`src/gclt_pkg.sv`:
```
// Shared constants, types and scaling functions of the G-code line tokenizer.
package gclt_pkg;

  localparam int unsigned FracDigits  = 4;
  localparam int unsigned ValueWidth  = 48;
  localparam int unsigned MagWidth    = ValueWidth - 1;
  localparam int unsigned NumLetters  = 26;
  localparam int unsigned LetterWidth = 5;
  localparam int unsigned CmdWidth    = 24;
  localparam int unsigned ScaleWidth  = 24;

  localparam logic [LetterWidth-1:0] NotUpper = LetterWidth'(NumLetters);
  localparam logic [CmdWidth:0]      CmdLimit = (CmdWidth + 1)'(1) << CmdWidth;
  localparam logic [MagWidth-1:0]    MaxMag   = '1;
  localparam logic [2:0]             FracLimit = 3'(FracDigits);

  // line status codes
  localparam logic [2:0] StatusOk        = 3'd0;
  localparam logic [2:0] StatusEmpty     = 3'd1;
  localparam logic [2:0] StatusBadCmd    = 3'd2;
  localparam logic [2:0] StatusBadParam  = 3'd3;
  localparam logic [2:0] StatusBadLetter = 3'd4;

  // character codes
  localparam logic [7:0] ChNul     = 8'h00;
  localparam logic [7:0] ChNewline = 8'h0A;
  localparam logic [7:0] ChSpace   = 8'h20;
  localparam logic [7:0] ChMinus   = 8'h2D;
  localparam logic [7:0] ChPoint   = 8'h2E;
  localparam logic [7:0] ChZero    = 8'h30;
  localparam logic [7:0] ChNine    = 8'h39;
  localparam logic [7:0] ChSemi    = 8'h3B;
  localparam logic [7:0] ChUpperA  = 8'h41;
  localparam logic [7:0] ChUpperZ  = 8'h5A;
  localparam logic [7:0] ChLowerA  = 8'h61;
  localparam logic [7:0] ChLowerZ  = 8'h7A;

  typedef struct packed {
    logic                   en;
    logic [LetterWidth-1:0] addr;
    logic [ValueWidth-1:0]  data;
  } ram_wr_t;

  typedef struct packed {
    logic                   en;
    logic [LetterWidth-1:0] addr;
  } ram_rd_t;

  typedef struct packed {
    logic                   valid;
    logic [2:0]             status;
    logic [LetterWidth-1:0] cmd_letter;
    logic [CmdWidth-1:0]    cmd_number;
    logic [NumLetters-1:0]  present;
  } line_close_t;

  function automatic logic [ScaleWidth-1:0] pow10(int unsigned n);
    logic [ScaleWidth-1:0] r;
    r = ScaleWidth'(1);
    for (int unsigned i = 0; i < n; i++) begin
      r = ScaleWidth'(r * 10);
    end
    return r;
  endfunction

  // weight of an integer digit: d * 10^FracDigits
  function automatic logic [ScaleWidth-1:0] int_scale(logic [3:0] d);
    return ScaleWidth'(ScaleWidth'(d) * pow10(FracDigits));
  endfunction

  // weight of fraction digit number cnt: d * 10^(FracDigits-1-cnt)
  function automatic logic [ScaleWidth-1:0] frac_scale(logic [2:0] cnt, logic [3:0] d);
    logic [ScaleWidth-1:0] r;
    r = ScaleWidth'(1);
    for (int i = 0; i < 8; i++) begin
      if (i + int'(cnt) + 1 < int'(FracDigits)) begin
        r = ScaleWidth'(r * 10);
      end
    end
    return ScaleWidth'(ScaleWidth'(d) * r);
  endfunction

endpackage

```
`src/gclt_lexer.sv`:
```
// Per-byte line scanner: command, parameters and value accumulation.
module gclt_lexer (
  input  logic                 clk_i,
  input  logic                 rst_ni,
  input  logic                 accept_i,
  input  logic [7:0]           text_byte_i,
  output gclt_pkg::ram_wr_t    wr_o,
  output gclt_pkg::line_close_t close_o
);

  typedef enum logic [6:0] {
    PhStart  = 7'b0000001,
    PhCmdLet = 7'b0000010,
    PhCmdNum = 7'b0000100,
    PhParam  = 7'b0001000,
    PhPLet   = 7'b0010000,
    PhPVal   = 7'b0100000,
    PhSkip   = 7'b1000000
  } phase_e;

  phase_e phase_q, phase_d;
  logic [gclt_pkg::LetterWidth-1:0] cmd_letter_q, cmd_letter_d;
  logic [gclt_pkg::CmdWidth:0]      cmd_number_q, cmd_number_d;
  logic [2:0]                       status_q, status_d;
  logic [gclt_pkg::LetterWidth-1:0] cur_letter_q, cur_letter_d;
  logic                             cur_neg_q, cur_neg_d;
  logic                             cur_point_q, cur_point_d;
  logic [2:0]                       cur_frac_q, cur_frac_d;
  logic [gclt_pkg::MagWidth-1:0]    cur_mag_q, cur_mag_d;
  logic [gclt_pkg::NumLetters-1:0]  present_q, present_d;

  logic [7:0] c;
  logic       is_eol, is_space, is_semi, is_term, is_digit, is_upper, is_lower;
  logic [7:0] upper_off;
  logic [4:0] upper_idx;
  logic [3:0] digit_val;

  logic [gclt_pkg::MagWidth+3:0] int_sum;
  logic [gclt_pkg::MagWidth:0]   frac_sum;
  logic [gclt_pkg::MagWidth-1:0] mag_digit;
  logic [2:0]                    frac_digit;
  logic [gclt_pkg::CmdWidth+4:0] cmd_prod;
  logic [gclt_pkg::ValueWidth-1:0] commit_val;

  assign c         = text_byte_i;
  assign is_eol    = (c == gclt_pkg::ChNewline) || (c == gclt_pkg::ChNul);
  assign is_space  = (c == gclt_pkg::ChSpace);
  assign is_semi   = (c == gclt_pkg::ChSemi);
  assign is_term   = is_eol || is_space || is_semi;
  assign is_digit  = (c >= gclt_pkg::ChZero) && (c <= gclt_pkg::ChNine);
  assign is_upper  = (c >= gclt_pkg::ChUpperA) && (c <= gclt_pkg::ChUpperZ);
  assign is_lower  = (c >= gclt_pkg::ChLowerA) && (c <= gclt_pkg::ChLowerZ);
  assign upper_off = c - gclt_pkg::ChUpperA;
  assign upper_idx = upper_off[4:0];
  assign digit_val = c[3:0];

  // integer digit: mag*10 + d*10^frac, saturating
  assign int_sum = (gclt_pkg::MagWidth + 4)'({cur_mag_q, 3'b000})
                 + (gclt_pkg::MagWidth + 4)'({cur_mag_q, 1'b0})
                 + (gclt_pkg::MagWidth + 4)'(gclt_pkg::int_scale(digit_val));
  // fraction digit: mag + d*10^(frac-1-count), saturating
  assign frac_sum = (gclt_pkg::MagWidth + 1)'(cur_mag_q)
                  + (gclt_pkg::MagWidth + 1)'(gclt_pkg::frac_scale(cur_frac_q, digit_val));

  always_comb begin
    mag_digit  = cur_mag_q;
    frac_digit = cur_frac_q;
    if (!cur_point_q) begin
      mag_digit = (int_sum > (gclt_pkg::MagWidth + 4)'(gclt_pkg::MaxMag)) ?
                  gclt_pkg::MaxMag : int_sum[gclt_pkg::MagWidth-1:0];
    end else if (cur_frac_q < gclt_pkg::FracLimit) begin
      mag_digit  = (frac_sum > (gclt_pkg::MagWidth + 1)'(gclt_pkg::MaxMag)) ?
                   gclt_pkg::MaxMag : frac_sum[gclt_pkg::MagWidth-1:0];
      frac_digit = cur_frac_q + 3'd1;
    end
  end

  assign cmd_prod = (gclt_pkg::CmdWidth + 5)'({cmd_number_q, 3'b000})
                  + (gclt_pkg::CmdWidth + 5)'({cmd_number_q, 1'b0})
                  + (gclt_pkg::CmdWidth + 5)'(digit_val);

  assign commit_val = cur_neg_q ?
      (gclt_pkg::ValueWidth'(0) - gclt_pkg::ValueWidth'(cur_mag_q)) :
      gclt_pkg::ValueWidth'(cur_mag_q);

  always_comb begin
    phase_d      = phase_q;
    cmd_letter_d = cmd_letter_q;
    cmd_number_d = cmd_number_q;
    status_d     = status_q;
    cur_letter_d = cur_letter_q;
    cur_neg_d    = cur_neg_q;
    cur_point_d  = cur_point_q;
    cur_frac_d   = cur_frac_q;
    cur_mag_d    = cur_mag_q;
    present_d    = present_q;
    wr_o         = '0;

    if (accept_i) begin
      unique case (phase_q)
        PhStart: begin
          if (is_eol || is_semi) begin
            status_d = gclt_pkg::StatusEmpty;
            phase_d  = PhSkip;
          end else if (is_upper) begin
            cmd_letter_d = upper_idx;
            phase_d      = PhCmdLet;
          end else if (!is_space) begin
            status_d = gclt_pkg::StatusBadCmd;
            phase_d  = PhSkip;
          end
        end
        PhCmdLet: begin
          if (is_digit) begin
            cmd_number_d = (gclt_pkg::CmdWidth + 1)'(digit_val);
            phase_d      = PhCmdNum;
          end else begin
            status_d = gclt_pkg::StatusBadCmd;
            phase_d  = PhSkip;
          end
        end
        PhCmdNum: begin
          if (is_digit) begin
            if (cmd_number_q < gclt_pkg::CmdLimit) begin
              cmd_number_d = (cmd_prod > (gclt_pkg::CmdWidth + 5)'(gclt_pkg::CmdLimit)) ?
                             gclt_pkg::CmdLimit : cmd_prod[gclt_pkg::CmdWidth:0];
            end
          end else if (is_term) begin
            if (cmd_number_q >= gclt_pkg::CmdLimit) begin
              status_d = gclt_pkg::StatusBadCmd;
              phase_d  = PhSkip;
            end else begin
              phase_d = is_space ? PhParam : PhSkip;
            end
          end else begin
            status_d = gclt_pkg::StatusBadCmd;
            phase_d  = PhSkip;
          end
        end
        PhParam: begin
          if (is_semi) begin
            phase_d = PhSkip;
          end else if (is_upper || is_lower) begin
            cur_letter_d = is_upper ? upper_idx : gclt_pkg::NotUpper;
            cur_neg_d    = 1'b0;
            cur_point_d  = 1'b0;
            cur_frac_d   = '0;
            cur_mag_d    = '0;
            phase_d      = PhPLet;
          end else if (!(is_eol || is_space)) begin
            status_d = gclt_pkg::StatusBadParam;
            phase_d  = PhSkip;
          end
        end
        PhPLet, PhPVal: begin
          if (is_term) begin
            if (cur_letter_q >= gclt_pkg::NotUpper) begin
              status_d = gclt_pkg::StatusBadLetter;
              phase_d  = PhSkip;
            end else begin
              wr_o.en                 = 1'b1;
              wr_o.addr               = cur_letter_q;
              wr_o.data               = commit_val;
              present_d[cur_letter_q] = 1'b1;
              phase_d                 = is_space ? PhParam : PhSkip;
            end
            cur_letter_d = '0;
            cur_neg_d    = 1'b0;
            cur_point_d  = 1'b0;
            cur_frac_d   = '0;
            cur_mag_d    = '0;
          end else if (is_digit) begin
            cur_mag_d  = mag_digit;
            cur_frac_d = frac_digit;
            phase_d    = PhPVal;
          end else if ((c == gclt_pkg::ChPoint) && !cur_point_q) begin
            cur_point_d = 1'b1;
            phase_d     = PhPVal;
          end else if ((c == gclt_pkg::ChMinus) && (phase_q == PhPLet)) begin
            cur_neg_d = 1'b1;
            phase_d   = PhPVal;
          end else begin
            status_d     = gclt_pkg::StatusBadParam;
            phase_d      = PhSkip;
            cur_letter_d = '0;
            cur_neg_d    = 1'b0;
            cur_point_d  = 1'b0;
            cur_frac_d   = '0;
            cur_mag_d    = '0;
          end
        end
        PhSkip: begin
          phase_d = PhSkip;
        end
        default: begin
          phase_d = PhSkip;
        end
      endcase
    end

    close_o.valid      = accept_i && is_eol;
    close_o.status     = status_d;
    close_o.cmd_letter = cmd_letter_d;
    close_o.cmd_number = cmd_number_d[gclt_pkg::CmdWidth-1:0];
    close_o.present    = present_d;

    // line end: everything back to the line-start state
    if (close_o.valid) begin
      phase_d      = PhStart;
      cmd_letter_d = '0;
      cmd_number_d = '0;
      status_d     = gclt_pkg::StatusOk;
      cur_letter_d = '0;
      cur_neg_d    = 1'b0;
      cur_point_d  = 1'b0;
      cur_frac_d   = '0;
      cur_mag_d    = '0;
      present_d    = '0;
    end
  end

  always_ff @(posedge clk_i or negedge rst_ni) begin
    if (!rst_ni) begin
      phase_q      <= PhStart;
      cmd_letter_q <= '0;
      cmd_number_q <= '0;
      status_q     <= gclt_pkg::StatusOk;
      cur_letter_q <= '0;
      cur_neg_q    <= 1'b0;
      cur_point_q  <= 1'b0;
      cur_frac_q   <= '0;
      cur_mag_q    <= '0;
      present_q    <= '0;
    end else begin
      phase_q      <= phase_d;
      cmd_letter_q <= cmd_letter_d;
      cmd_number_q <= cmd_number_d;
      status_q     <= status_d;
      cur_letter_q <= cur_letter_d;
      cur_neg_q    <= cur_neg_d;
      cur_point_q  <= cur_point_d;
      cur_frac_q   <= cur_frac_d;
      cur_mag_q    <= cur_mag_d;
      present_q    <= present_d;
    end
  end

  a_wr_upper: assert property (@(posedge clk_i) disable iff (!rst_ni)
    wr_o.en |-> accept_i && (wr_o.addr < gclt_pkg::NotUpper))
    else $error("parameter write without an upper-case letter");

  a_close_clears: assert property (@(posedge clk_i) disable iff (!rst_ni)
    close_o.valid |=> (phase_q == PhStart) && (present_q == '0))
    else $error("line state not cleared after line end");

endmodule

```
`src/gclt_param_ram.sv`:
```
// Parameter value memory: one write port, one registered read port.
module gclt_param_ram (
  input  logic                            clk_i,
  input  gclt_pkg::ram_wr_t               wr_i,
  input  gclt_pkg::ram_rd_t               rd_i,
  output logic [gclt_pkg::ValueWidth-1:0] rdata_o
);

  logic [gclt_pkg::ValueWidth-1:0] mem_q [gclt_pkg::NumLetters];
  logic [gclt_pkg::ValueWidth-1:0] rdata_q;

  always_ff @(posedge clk_i) begin
    if (wr_i.en) begin
      mem_q[wr_i.addr] <= wr_i.data;
    end
  end

  always_ff @(posedge clk_i) begin
    if (rd_i.en) begin
      rdata_q <= mem_q[rd_i.addr];
    end
  end

  assign rdata_o = rdata_q;

endmodule

```
`src/gclt_emitter.sv`:
```
// Line-end sequencer: walks set letters through the RAM, then the status word.
module gclt_emitter (
  input  logic                             clk_i,
  input  logic                             rst_ni,
  input  gclt_pkg::line_close_t            close_i,
  output gclt_pkg::ram_rd_t                rd_o,
  input  logic [gclt_pkg::ValueWidth-1:0]  rdata_i,
  output logic                             busy_o,
  output logic                             out_valid_o,
  input  logic                             out_stall_i,
  output logic                             out_summary_o,
  output logic [gclt_pkg::LetterWidth-1:0] out_letter_o,
  output logic [gclt_pkg::ValueWidth-1:0]  out_value_o,
  output logic [2:0]                       out_status_o,
  output logic [gclt_pkg::LetterWidth-1:0] out_cmd_letter_o,
  output logic [gclt_pkg::CmdWidth-1:0]    out_cmd_number_o
);

  typedef enum logic [3:0] {
    EmIdle  = 4'b0001,
    EmScan  = 4'b0010,
    EmFetch = 4'b0100,
    EmHold  = 4'b1000
  } em_state_e;

  em_state_e state_q, state_d;
  logic [gclt_pkg::NumLetters-1:0]  mask_q, mask_d;
  logic [2:0]                       status_q;
  logic [gclt_pkg::LetterWidth-1:0] cmd_letter_q;
  logic [gclt_pkg::CmdWidth-1:0]    cmd_number_q;
  logic [gclt_pkg::LetterWidth-1:0] rd_letter_q;
  logic                             out_valid_q, out_valid_d;
  logic                             out_summary_q;
  logic [gclt_pkg::LetterWidth-1:0] out_letter_q;
  logic [gclt_pkg::ValueWidth-1:0]  out_value_q;
  logic [2:0]                       out_status_q;
  logic [gclt_pkg::LetterWidth-1:0] out_cmd_letter_q;
  logic [gclt_pkg::CmdWidth-1:0]    out_cmd_number_q;

  logic [gclt_pkg::LetterWidth-1:0] first_idx;
  logic                             any_set;
  logic                             load_param, load_sum;

  // lowest set letter
  always_comb begin
    first_idx = '0;
    for (int i = gclt_pkg::NumLetters - 1; i >= 0; i--) begin
      if (mask_q[i]) begin
        first_idx = gclt_pkg::LetterWidth'(i);
      end
    end
  end
  assign any_set = |mask_q;

  always_comb begin
    state_d     = state_q;
    mask_d      = mask_q;
    out_valid_d = out_valid_q;
    rd_o        = '0;
    load_param  = 1'b0;
    load_sum    = 1'b0;
    unique case (state_q)
      EmIdle: begin
        if (close_i.valid) begin
          mask_d  = close_i.present;
          state_d = EmScan;
        end
      end
      EmScan: begin
        if (any_set) begin
          rd_o.en           = 1'b1;
          rd_o.addr         = first_idx;
          mask_d[first_idx] = 1'b0;
          state_d           = EmFetch;
        end else begin
          load_sum    = 1'b1;
          out_valid_d = 1'b1;
          state_d     = EmHold;
        end
      end
      EmFetch: begin
        load_param  = 1'b1;
        out_valid_d = 1'b1;
        state_d     = EmHold;
      end
      EmHold: begin
        if (out_valid_q && !out_stall_i) begin
          out_valid_d = 1'b0;
          state_d     = out_summary_q ? EmIdle : EmScan;
        end
      end
      default: begin
        state_d = EmIdle;
      end
    endcase
  end

  always_ff @(posedge clk_i or negedge rst_ni) begin
    if (!rst_ni) begin
      state_q     <= EmIdle;
      mask_q      <= '0;
      out_valid_q <= 1'b0;
    end else begin
      state_q     <= state_d;
      mask_q      <= mask_d;
      out_valid_q <= out_valid_d;
    end
  end

  always_ff @(posedge clk_i) begin
    if (close_i.valid && (state_q == EmIdle)) begin
      status_q <= close_i.status;
      if (close_i.status == gclt_pkg::StatusOk) begin
        cmd_letter_q <= close_i.cmd_letter;
        cmd_number_q <= close_i.cmd_number;
      end else begin
        cmd_letter_q <= '0;
        cmd_number_q <= '0;
      end
    end
    if (rd_o.en) begin
      rd_letter_q <= rd_o.addr;
    end
    if (load_param) begin
      out_summary_q    <= 1'b0;
      out_letter_q     <= rd_letter_q;
      out_value_q      <= rdata_i;
      out_status_q     <= gclt_pkg::StatusOk;
      out_cmd_letter_q <= '0;
      out_cmd_number_q <= '0;
    end else if (load_sum) begin
      out_summary_q    <= 1'b1;
      out_letter_q     <= '0;
      out_value_q      <= '0;
      out_status_q     <= status_q;
      out_cmd_letter_q <= cmd_letter_q;
      out_cmd_number_q <= cmd_number_q;
    end
  end

  assign busy_o           = (state_q != EmIdle);
  assign out_valid_o      = out_valid_q;
  assign out_summary_o    = out_summary_q;
  assign out_letter_o     = out_letter_q;
  assign out_value_o      = out_value_q;
  assign out_status_o     = out_status_q;
  assign out_cmd_letter_o = out_cmd_letter_q;
  assign out_cmd_number_o = out_cmd_number_q;

  a_close_when_idle: assert property (@(posedge clk_i) disable iff (!rst_ni)
    close_i.valid |-> (state_q == EmIdle))
    else $error("line end arrived while results were draining");

  a_fetch_loads: assert property (@(posedge clk_i) disable iff (!rst_ni)
    (state_q == EmFetch) |=> out_valid_q && !out_summary_q)
    else $error("RAM fetch did not fill the output register");

  a_scan_empty: assert property (@(posedge clk_i) disable iff (!rst_ni)
    (state_q == EmScan) |-> !out_valid_q)
    else $error("scan step with a word still pending");

endmodule

```
`src/gcode_line_tokenizer.sv`:
```
// Top level of the G-code line tokenizer.
//
// Input channel: one text byte per word (in_valid_i / in_stall_o). Spaces
// are skipped; newline or NUL closes the line.
// Output channel: per closed line, one word per upper-case parameter letter
// that was set (A..Z order, is_summary_o = 0), then one status word
// (is_summary_o = 1, last_o = 1) with the line status and command.
// Throughput: mid-line bytes are taken one per cycle. At a line end the
// input is stalled from the next cycle until the status word is taken.
// Each parameter word passes through scan, RAM read and output hold, and
// the status word through scan and output hold; the single read port of
// the parameter RAM and the one output register mean that the next word
// is not started before the last one is taken.
// After the line-end byte is taken, out_valid_o rises once the sequencer
// has gone through scan and, when letters are set, the RAM read.
// A stalled output holds its word; the sequencer simply waits.
// Reset puts the scanner at line start with no parameters set; the RAM is
// not cleared, as only letters marked present are ever read.
module gcode_line_tokenizer (
  input  logic                                   clk_i,
  input  logic                                   rst_ni,
  input  logic                                   in_valid_i,
  output logic                                   in_stall_o,
  input  logic [7:0]                             text_byte_i,
  output logic                                   out_valid_o,
  input  logic                                   out_stall_i,
  output logic                                   is_summary_o,
  output logic [gclt_pkg::LetterWidth-1:0]       param_letter_o,
  output logic signed [gclt_pkg::ValueWidth-1:0] param_value_o,
  output logic [2:0]                             line_status_o,
  output logic [gclt_pkg::LetterWidth-1:0]       command_letter_o,
  output logic [gclt_pkg::CmdWidth-1:0]          command_number_o,
  output logic                                   last_o
);

  gclt_pkg::ram_wr_t     ram_wr;
  gclt_pkg::ram_rd_t     ram_rd;
  gclt_pkg::line_close_t line_close;
  logic [gclt_pkg::ValueWidth-1:0] ram_rdata;
  logic [gclt_pkg::ValueWidth-1:0] out_value;
  logic busy;
  logic accept;

  // bytes are held off only while a line's results drain
  assign in_stall_o = busy;
  assign accept     = in_valid_i && !busy;

  gclt_lexer u_lexer (
    .clk_i       (clk_i),
    .rst_ni      (rst_ni),
    .accept_i    (accept),
    .text_byte_i (text_byte_i),
    .wr_o        (ram_wr),
    .close_o     (line_close)
  );

  // one entry per parameter letter, last write wins
  gclt_param_ram u_ram (
    .clk_i   (clk_i),
    .wr_i    (ram_wr),
    .rd_i    (ram_rd),
    .rdata_o (ram_rdata)
  );

  gclt_emitter u_emitter (
    .clk_i            (clk_i),
    .rst_ni           (rst_ni),
    .close_i          (line_close),
    .rd_o             (ram_rd),
    .rdata_i          (ram_rdata),
    .busy_o           (busy),
    .out_valid_o      (out_valid_o),
    .out_stall_i      (out_stall_i),
    .out_summary_o    (is_summary_o),
    .out_letter_o     (param_letter_o),
    .out_value_o      (out_value),
    .out_status_o     (line_status_o),
    .out_cmd_letter_o (command_letter_o),
    .out_cmd_number_o (command_number_o)
  );

  assign param_value_o = $signed(out_value);
  assign last_o        = is_summary_o;

endmodule

```
`config.mk`:
```
export PLATFORM = sky130hd
export DESIGN_NAME = gcode_line_tokenizer
export DESIGN_NICKNAME = d
export VERILOG_FILES = /design/src/gclt_pkg.sv /design/src/gclt_lexer.sv /design/src/gclt_param_ram.sv /design/src/gclt_emitter.sv /design/src/gcode_line_tokenizer.sv
export SDC_FILE = /design/constraint.sdc
export NUM_CORES = 2
export LEC_CHECK = 0
export BUFFER_PORTS_ARGS = -buffer_cell sky130_fd_sc_hd__buf_4
export CAP_MARGIN = 20
export CORE_AREA = 2 2 398 400
export CTS_CLUSTER_DIAMETER = 40
export DETAILED_ROUTE_END_ITERATION = 8
export DIE_AREA = 0 0 400 402
export PLACE_DENSITY = 0.67
export SETUP_SLACK_MARGIN = 0.4
export SLEW_MARGIN = 15
export SYNTH_ARGS = -nofsm -noshare
export SYNTH_HDL_FRONTEND = slang
export SYNTH_SLANG_ARGS = --single-unit
```
`constraint.sdc`:
```
create_clock -name clk_i -period 40.3 [get_ports clk_i]
set_clock_uncertainty 0.2 [all_clocks]
set_input_delay 8.06 -clock clk_i [delete_from_list [all_inputs] [get_ports clk_i]]
set_output_delay 8.06 -clock clk_i [all_outputs]
set_load 0.01 [all_outputs]
```
Word-level counts from Yosys, hierarchy flattened
Memory sizes are Yosys's and may differ from the RTL's. A register that Yosys moved wholly into a read port is not among the register bits.
Index checks and enable logic that the tools add are counted.
Operators by class
  add/sub/neg operators: 22
  $mul: 9
  magnitude comparators: 25
  eq/ne operators: 37
  muxes and demuxes: 169
  bitwise gates (word level): 3
  reduce and logical (&&, ||, !) cells: 39
Operators with widths (count)
  $mux 47: 12
  $add 32x2->32 const B: 7
  $lt 32x4->1 const B: 7
  $mux 54: 4
  $mux 5: 42
  $mux 26: 7
  $mux 24: 7
  $mux 25: 6
  $mul 24x3->23 const B: 6
  $mux 48: 3
  $mux 7: 18
  $pmux 47 s2: 1
  $mux 3: 27
  $pmux 26 s2: 1
  $add 50x48->51: 1
  $add 51x18->51: 1
  $gt 51x47->1 const B: 1
  $pmux 25 s2: 1
  $add 47x24->48: 1
  $gt 48x47->1 const B: 1
  $sub 1x47->48 const A: 1
  $pmux 7 s5: 1
  $eq 8x6->1 const B: 4
  $add 28x26->29: 1
  72 further kinds: 143
Word-level totals
  bits in registers: 277
  memory bits (writable): 1248
  input port bits: 12
  output and inout bits: 89
  logic and storage cells: 329
  memories kept: 1
Memories
  u_ram.mem_q: words 26, width 48, read ports 1, clocked after Yosys merged registers in 1, write ports 1, line gclt_param_ram.sv:9  | logic [gclt_pkg::ValueWidth-1:0] mem_q [gclt_pkg::NumLetters];

Depth between registers and ports, before layout
  depth in word-level cells: 34
  mapped depth: 76
  depth with buffers taken out: 74

By module
A second synthesis with hierarchy kept.
Unflattened totals
  cell total of the unflattened synthesis: 5117
  area, all modules: 74182.4 sq um
Modules (own cells, without submodules)
  gclt_param_ram: times used 1, cells an instance 2075, area an instance 48698.0 sq um, sequential area each 38917.3 sq um
  gclt_lexer: times used 1, cells an instance 2492, area an instance 19155.9 sq um, sequential area each 3079.2 sq um
  gclt_emitter: times used 1, cells an instance 548, area an instance 6307.3 sq um, sequential area each 4140.2 sq um
  gcode_line_tokenizer: times used 1, cells an instance 2, area an instance 21.3 sq um, sequential area each 0.0 sq um

Least setup slack after synthesis
Ideal clock, no wire load.
  path kind: reg2reg
  start point: reg u_lexer.cur_frac_q[0]
  end point: reg u_lexer.cur_mag_q[17] (netlist name)
  setup time: 0.066 ns
  arrival: 14.789 ns
  data required time: 40.034 ns
  slack: 25.245 ns
  cell stages (with the launch flop): 70
  period minus slack after synthesis: 15.055 ns
  path through: dfrtp_1 > clkbuf_1 > inv_1 > ha_1 > inv_1 > o21ai_0 > nand2_1 > and2_1 > ha_1 > clkbuf_1 > mux2i_1 > inv_1 > ha_1 > ha_1 > fa_1 > xnor2_1 > o21ai_0 > ha_1 > (+34 left out) > ha_1 > a21oi_1 > nor3b_1 > a21bo_2 > nor2_1 > a211oi_1 > xor2_1 > xnor2_1 > xnor3_1 > ha_1 > and3_1 > a21boi_0 > nor2_1 > o21ai_1 > clkbuf_1 > clkbuf_1 > o221ai_1 > nand2_1
Between the ends
  longest elaborated chain between the ends: 28
  elaborated cells between the ends (all ways): 51
  those cells by class: add/sub (15); mul (8); order compare (10); eq/ne (1); mux (16); reduce/logical (1)
RTL lines
  start: declaration: line gclt_lexer.sv:28  | logic [2:0] cur_frac_q, cur_frac_d;
  start signal: assignment: line gclt_lexer.sv:242  | cur_frac_q <= cur_frac_d;
  parallel branches: the longest is 28 deep, another holds $add 32x2->32
  end signal: assignment: line gclt_lexer.sv:243  | cur_mag_q <= cur_mag_d;
  end: declaration: line gclt_lexer.sv:29  | logic [gclt_pkg::MagWidth-1:0] cur_mag_q, cur_mag_d;
Parallel ways; which one is timed is not known. The select of a mux whose other input is x is not followed.
A chain may end at the register's enable or synchronous reset.

Final worst setup path
  start point: reg u_lexer.cur_frac_q[0]
  end point: reg u_lexer.cur_mag_q[38] (netlist name)
Same word-level chain as after synthesis.

==> results.ini <==
[status]
status = finished, final reports clean

[die]
fp-row-count = 146
dieArea_mm2 = 0.161
die_x_um = 400
chipHeight_um = 402
io_pins = 101
coreArea_mm2 = 0.157
start_util_pct = 49.6

[synthesis]
syn_area_per_cell_um2 = 12.2
ys.flop_type = edfxtp_1
synth_area_mm2 = 0.0780
synth.net_count = 6841
ys_warn_count = 0
synth_cell_types = 89
seq_area_frac_synth_pct = 59.2
synthCells = 6398
async_reset_ff_share_pct = 9.79
ys_ff_latch = 1573
synth_edf_count = 1386

[critical_path]
critPathLaunchType = register
cp_common_cell = ha_1
cpPeakStageDelay_ns = 0.69
crit_path_end = u_lexer.cur_mag_q[38]
worst_r2r_path_depth = 70
reg2reg_slack_ns = 23.41
crit_family = adder cells
crit_path_end_kind = register
worstPathRequired_ns = 40.80
slowest_stage = o21ai_2
critical_path_buf_inv_count = 7
startpoint = u_lexer.cur_frac_q[0]
path_depth = 70
r2r-end = u_lexer.cur_mag_q[38]
crit_arrival_ns = 17.39
path_class = reg -> reg
critPathMaxFanout = 26
r2r-start = u_lexer.cur_frac_q[0]

[power_and_ir_drop]
p_int_uw = 2660
pwr-share-clk_pct = 46.3
p_seq_share_pct = 52.2
swShare_pct = 20.5
p_total_uw = 3350
leakage_uw = 0.0314
power_switching_uw = 685
powerDensity_mw_per_mm2 = 38.4
combPwrFrac_pct = 1.4
ir_worst_vdd_uv = 47.0

[final_layout]
area_delta_synth_final_pct = 11.6
final_cells = 8672
drive_gt1_share_pct = 10.6
nFillCells = 12900
final_nets = 6905

[timing]
worstMarginPinSlew_ns = 1.16
rsz0062_at_grt = false
fin_crit_ns = 16.89
timing.final.ws_setup_ns = 23.41
max_freq_mhz = 59.2
setup_violations = 0
finalHoldViolCount = 0
drv_slew = 0
fin_crit_sh_pct = 41.9
fin_setup_tns_ns = 0
slew_headroom_pct = 22.6

[routing]
viasPerCell = 6.25
ant_nets = 0
routed_wl_mm = 220
wl_per_cell_um = 25.3
firstDrtPassIters = 5
drc = 0
drt_iter0_markers = 6197
vias = 54200

[cts]
cts_buffer_depth = 3
hold_buffers = 0
cts_setup_buffers = 0
clk_pin_slew_ns = 0.06
post_cts_resized = 0
clockRootBuffer = clkbuf_16
cts_tree = yes
clock_sinks = 1573
cts_buffers = 171
htreeDepth = 4
clk-insertion-delay-late_ns = 0.80

[flow_run]
maxCapViolCount = 0

[placement]
io_buffers = 100
post-place-cells = 8359
gp_congestion = 0.874
post-place-ws_ns = 23.48
dp_hpwl_mm = 129

[global_routing]
grt_max_degree = 143
grt_pass1_wl_mm = 330
antenna_found_initial = 8
grt-ovfl-total = 0
grt_use_total_pct = 27.2
grt_pass1_vias = 53200

[hold_path]
hp-class = reg -> reg

==> synthesized netlist by cell type, types with 51 or more instances <==
| library cell | n | area, um2 |
|---|---|---|
| edfxtp_1 | 1386 | 41600 |
| nand2_1 | 841 | 3160 |
| nor2_1 | 384 | 1440 |
| ha_1 | 363 | 4540 |
| a21oi_1 | 291 | 1460 |
| clkbuf_1 | 284 | 1070 |
| o21ai_0 | 221 | 1110 |
| inv_1 | 209 | 785 |
| and3_1 | 175 | 1090 |
| dfrtp_1 | 152 | 3800 |
| xnor2_1 | 136 | 1190 |
| o221ai_1 | 128 | 1120 |
| a211oi_1 | 123 | 923 |
| and2_1 | 112 | 701 |
| mux2i_1 | 106 | 1060 |
| a31oi_1 | 92 | 576 |
| nor3_1 | 89 | 445 |
| a21o_1 | 84 | 631 |
| xor2_1 | 84 | 736 |
| nand3_1 | 75 | 375 |
| o211ai_1 | 74 | 556 |
| fa_1 | 68 | 1360 |
| o21a_1 | 63 | 473 |
| a32oi_1 | 55 | 482 |
| a311oi_1 | 54 | 473 |
| o22ai_1 | 54 | 338 |
| a22o_1 | 51 | 447 |
==> worst reg2reg max path, delay by kind of cell, from the launching register on <==
kind	cells	cell delay, ns
AOI/OAI and AO/OA	22	4.68
xor gates and xnor gates	8	1.69
adders and majority gates	17	5.99
buffers and inverters	7	0.88
DFF	1	0.53
muxes	3	0.91
and+or+nand+nor	13	1.92
==> kinds of logic (layout without fill, tap and decap cells) <==
logic type	Yosys count	in the layout	share of synthesized area [%]
simple gates	1903	1903	11.2
flops	1573	1573	59.2
compound gates	1522	1522	13.5
buf+inv	562	761	2.79
fa+ha+maj	431	431	7.57
xor+xnor	222	222	2.53
mux	185	185	3.19
other cells	0	3	0
==> placed cells by master, fill, tap and decap left out, types with 89 or more instances in the layout <==
cell       count
edfxtp_1    1386
clkbuf_16    176
ha_1         363
dfrtp_1      152
nand2_1      838
nor3_1        89
and3_1       174
mux2i_1      106
a21oi_1      291
a31oi_1       92
and2_1       110
o221ai_1     128
buf_4        233
nor2_1       350
xnor2_1      136
inv_1        207
o21ai_0      219
a211oi_1     123
==> state kept, by name, summed over array words and instances, names as in the netlist, 3 cells and up <==
name	cells
u_emitter.cmd_number_q	24
u_lexer.cur_letter_q	5
u_lexer.cmd_letter_q	5
u_emitter.rd_letter_q	5
u_emitter.cmd_letter_q	5
u_lexer.present_q	26
u_lexer.phase_q	7
u_emitter.out_letter_o	5
u_emitter.out_cmd_number_o	24
u_emitter.out_value_o	48
u_emitter.mask_q	26
u_emitter.out_cmd_letter_o	5
u_lexer.cmd_number_q	25
u_emitter.state_q	4
u_lexer.cur_frac_q	3
u_emitter.status_q	3
u_ram.mem_q	1248
u_emitter.out_status_o	3
u_lexer.status_q	3
u_ram.rdata_o	48
u_lexer.cur_mag_q	47
==> how the worst min path moves through the flow <==
stage	end	start	depth (start not counted)
global route	u_emitter.out_cmd_number_o[2]	u_emitter.out_cmd_number_o[2]	2
global placement	u_emitter.out_cmd_number_o[18]	u_emitter.out_cmd_number_o[18]	2
finish	u_emitter.out_cmd_number_o[2]	u_emitter.out_cmd_number_o[2]	2
floorplan	u_lexer.present_q[0]	u_lexer.present_q[0]	2
detailed placement	u_emitter.out_cmd_number_o[2]	u_emitter.out_cmd_number_o[2]	2
CTS	u_emitter.out_cmd_number_o[2]	u_emitter.out_cmd_number_o[2]	2
==> metal layers <==
layer | GRT usage (%) | wire length [um]
met5 | 0 | 13
met4 | 9.22 | 7340
met2 | 45.2 | 106000
met1 | 36.5 | 87900
met3 | 3.86 | 18700
==> area by class of cell <==
cell class	instances	area, um2	share of cell area [%]
multi-input combinational	4263	30000	34.5
clock buffer	202	4530	5.21
timing repair buffer	240	1890	2.17
clock inverter	106	1050	1.21
inverter	213	817	0.939
tap	2072	2590	2.98
antenna	3	7.51	0.00863
sequential	1573	46100	53.0
==> through the flow <==
stage          hold WS (ns)  util [%]  instance area [um2]
2_1_floorplan         0.249         -                78000
3_3_place_gp          0.245      51.8                81400
3_5_place_dp          0.250      51.8                81400
4_1_cts               0.258      55.4                87000
5_1_grt               0.279      55.4                87000
6_report              0.255      55.4                87000
==> power groups by stage <==
stage               logic [uW]  clock network [uW]  registers, uW
floorplan                 30.1                   0           1780
global placement          46.2                   0           1780
detailed placement        46.7                   0           1780
CTS                       47.0                1570           1750
global route              52.7                1630           1750
finish                    47.4                1550           1750
Note: power is estimated with default switching activity, not from simulation.
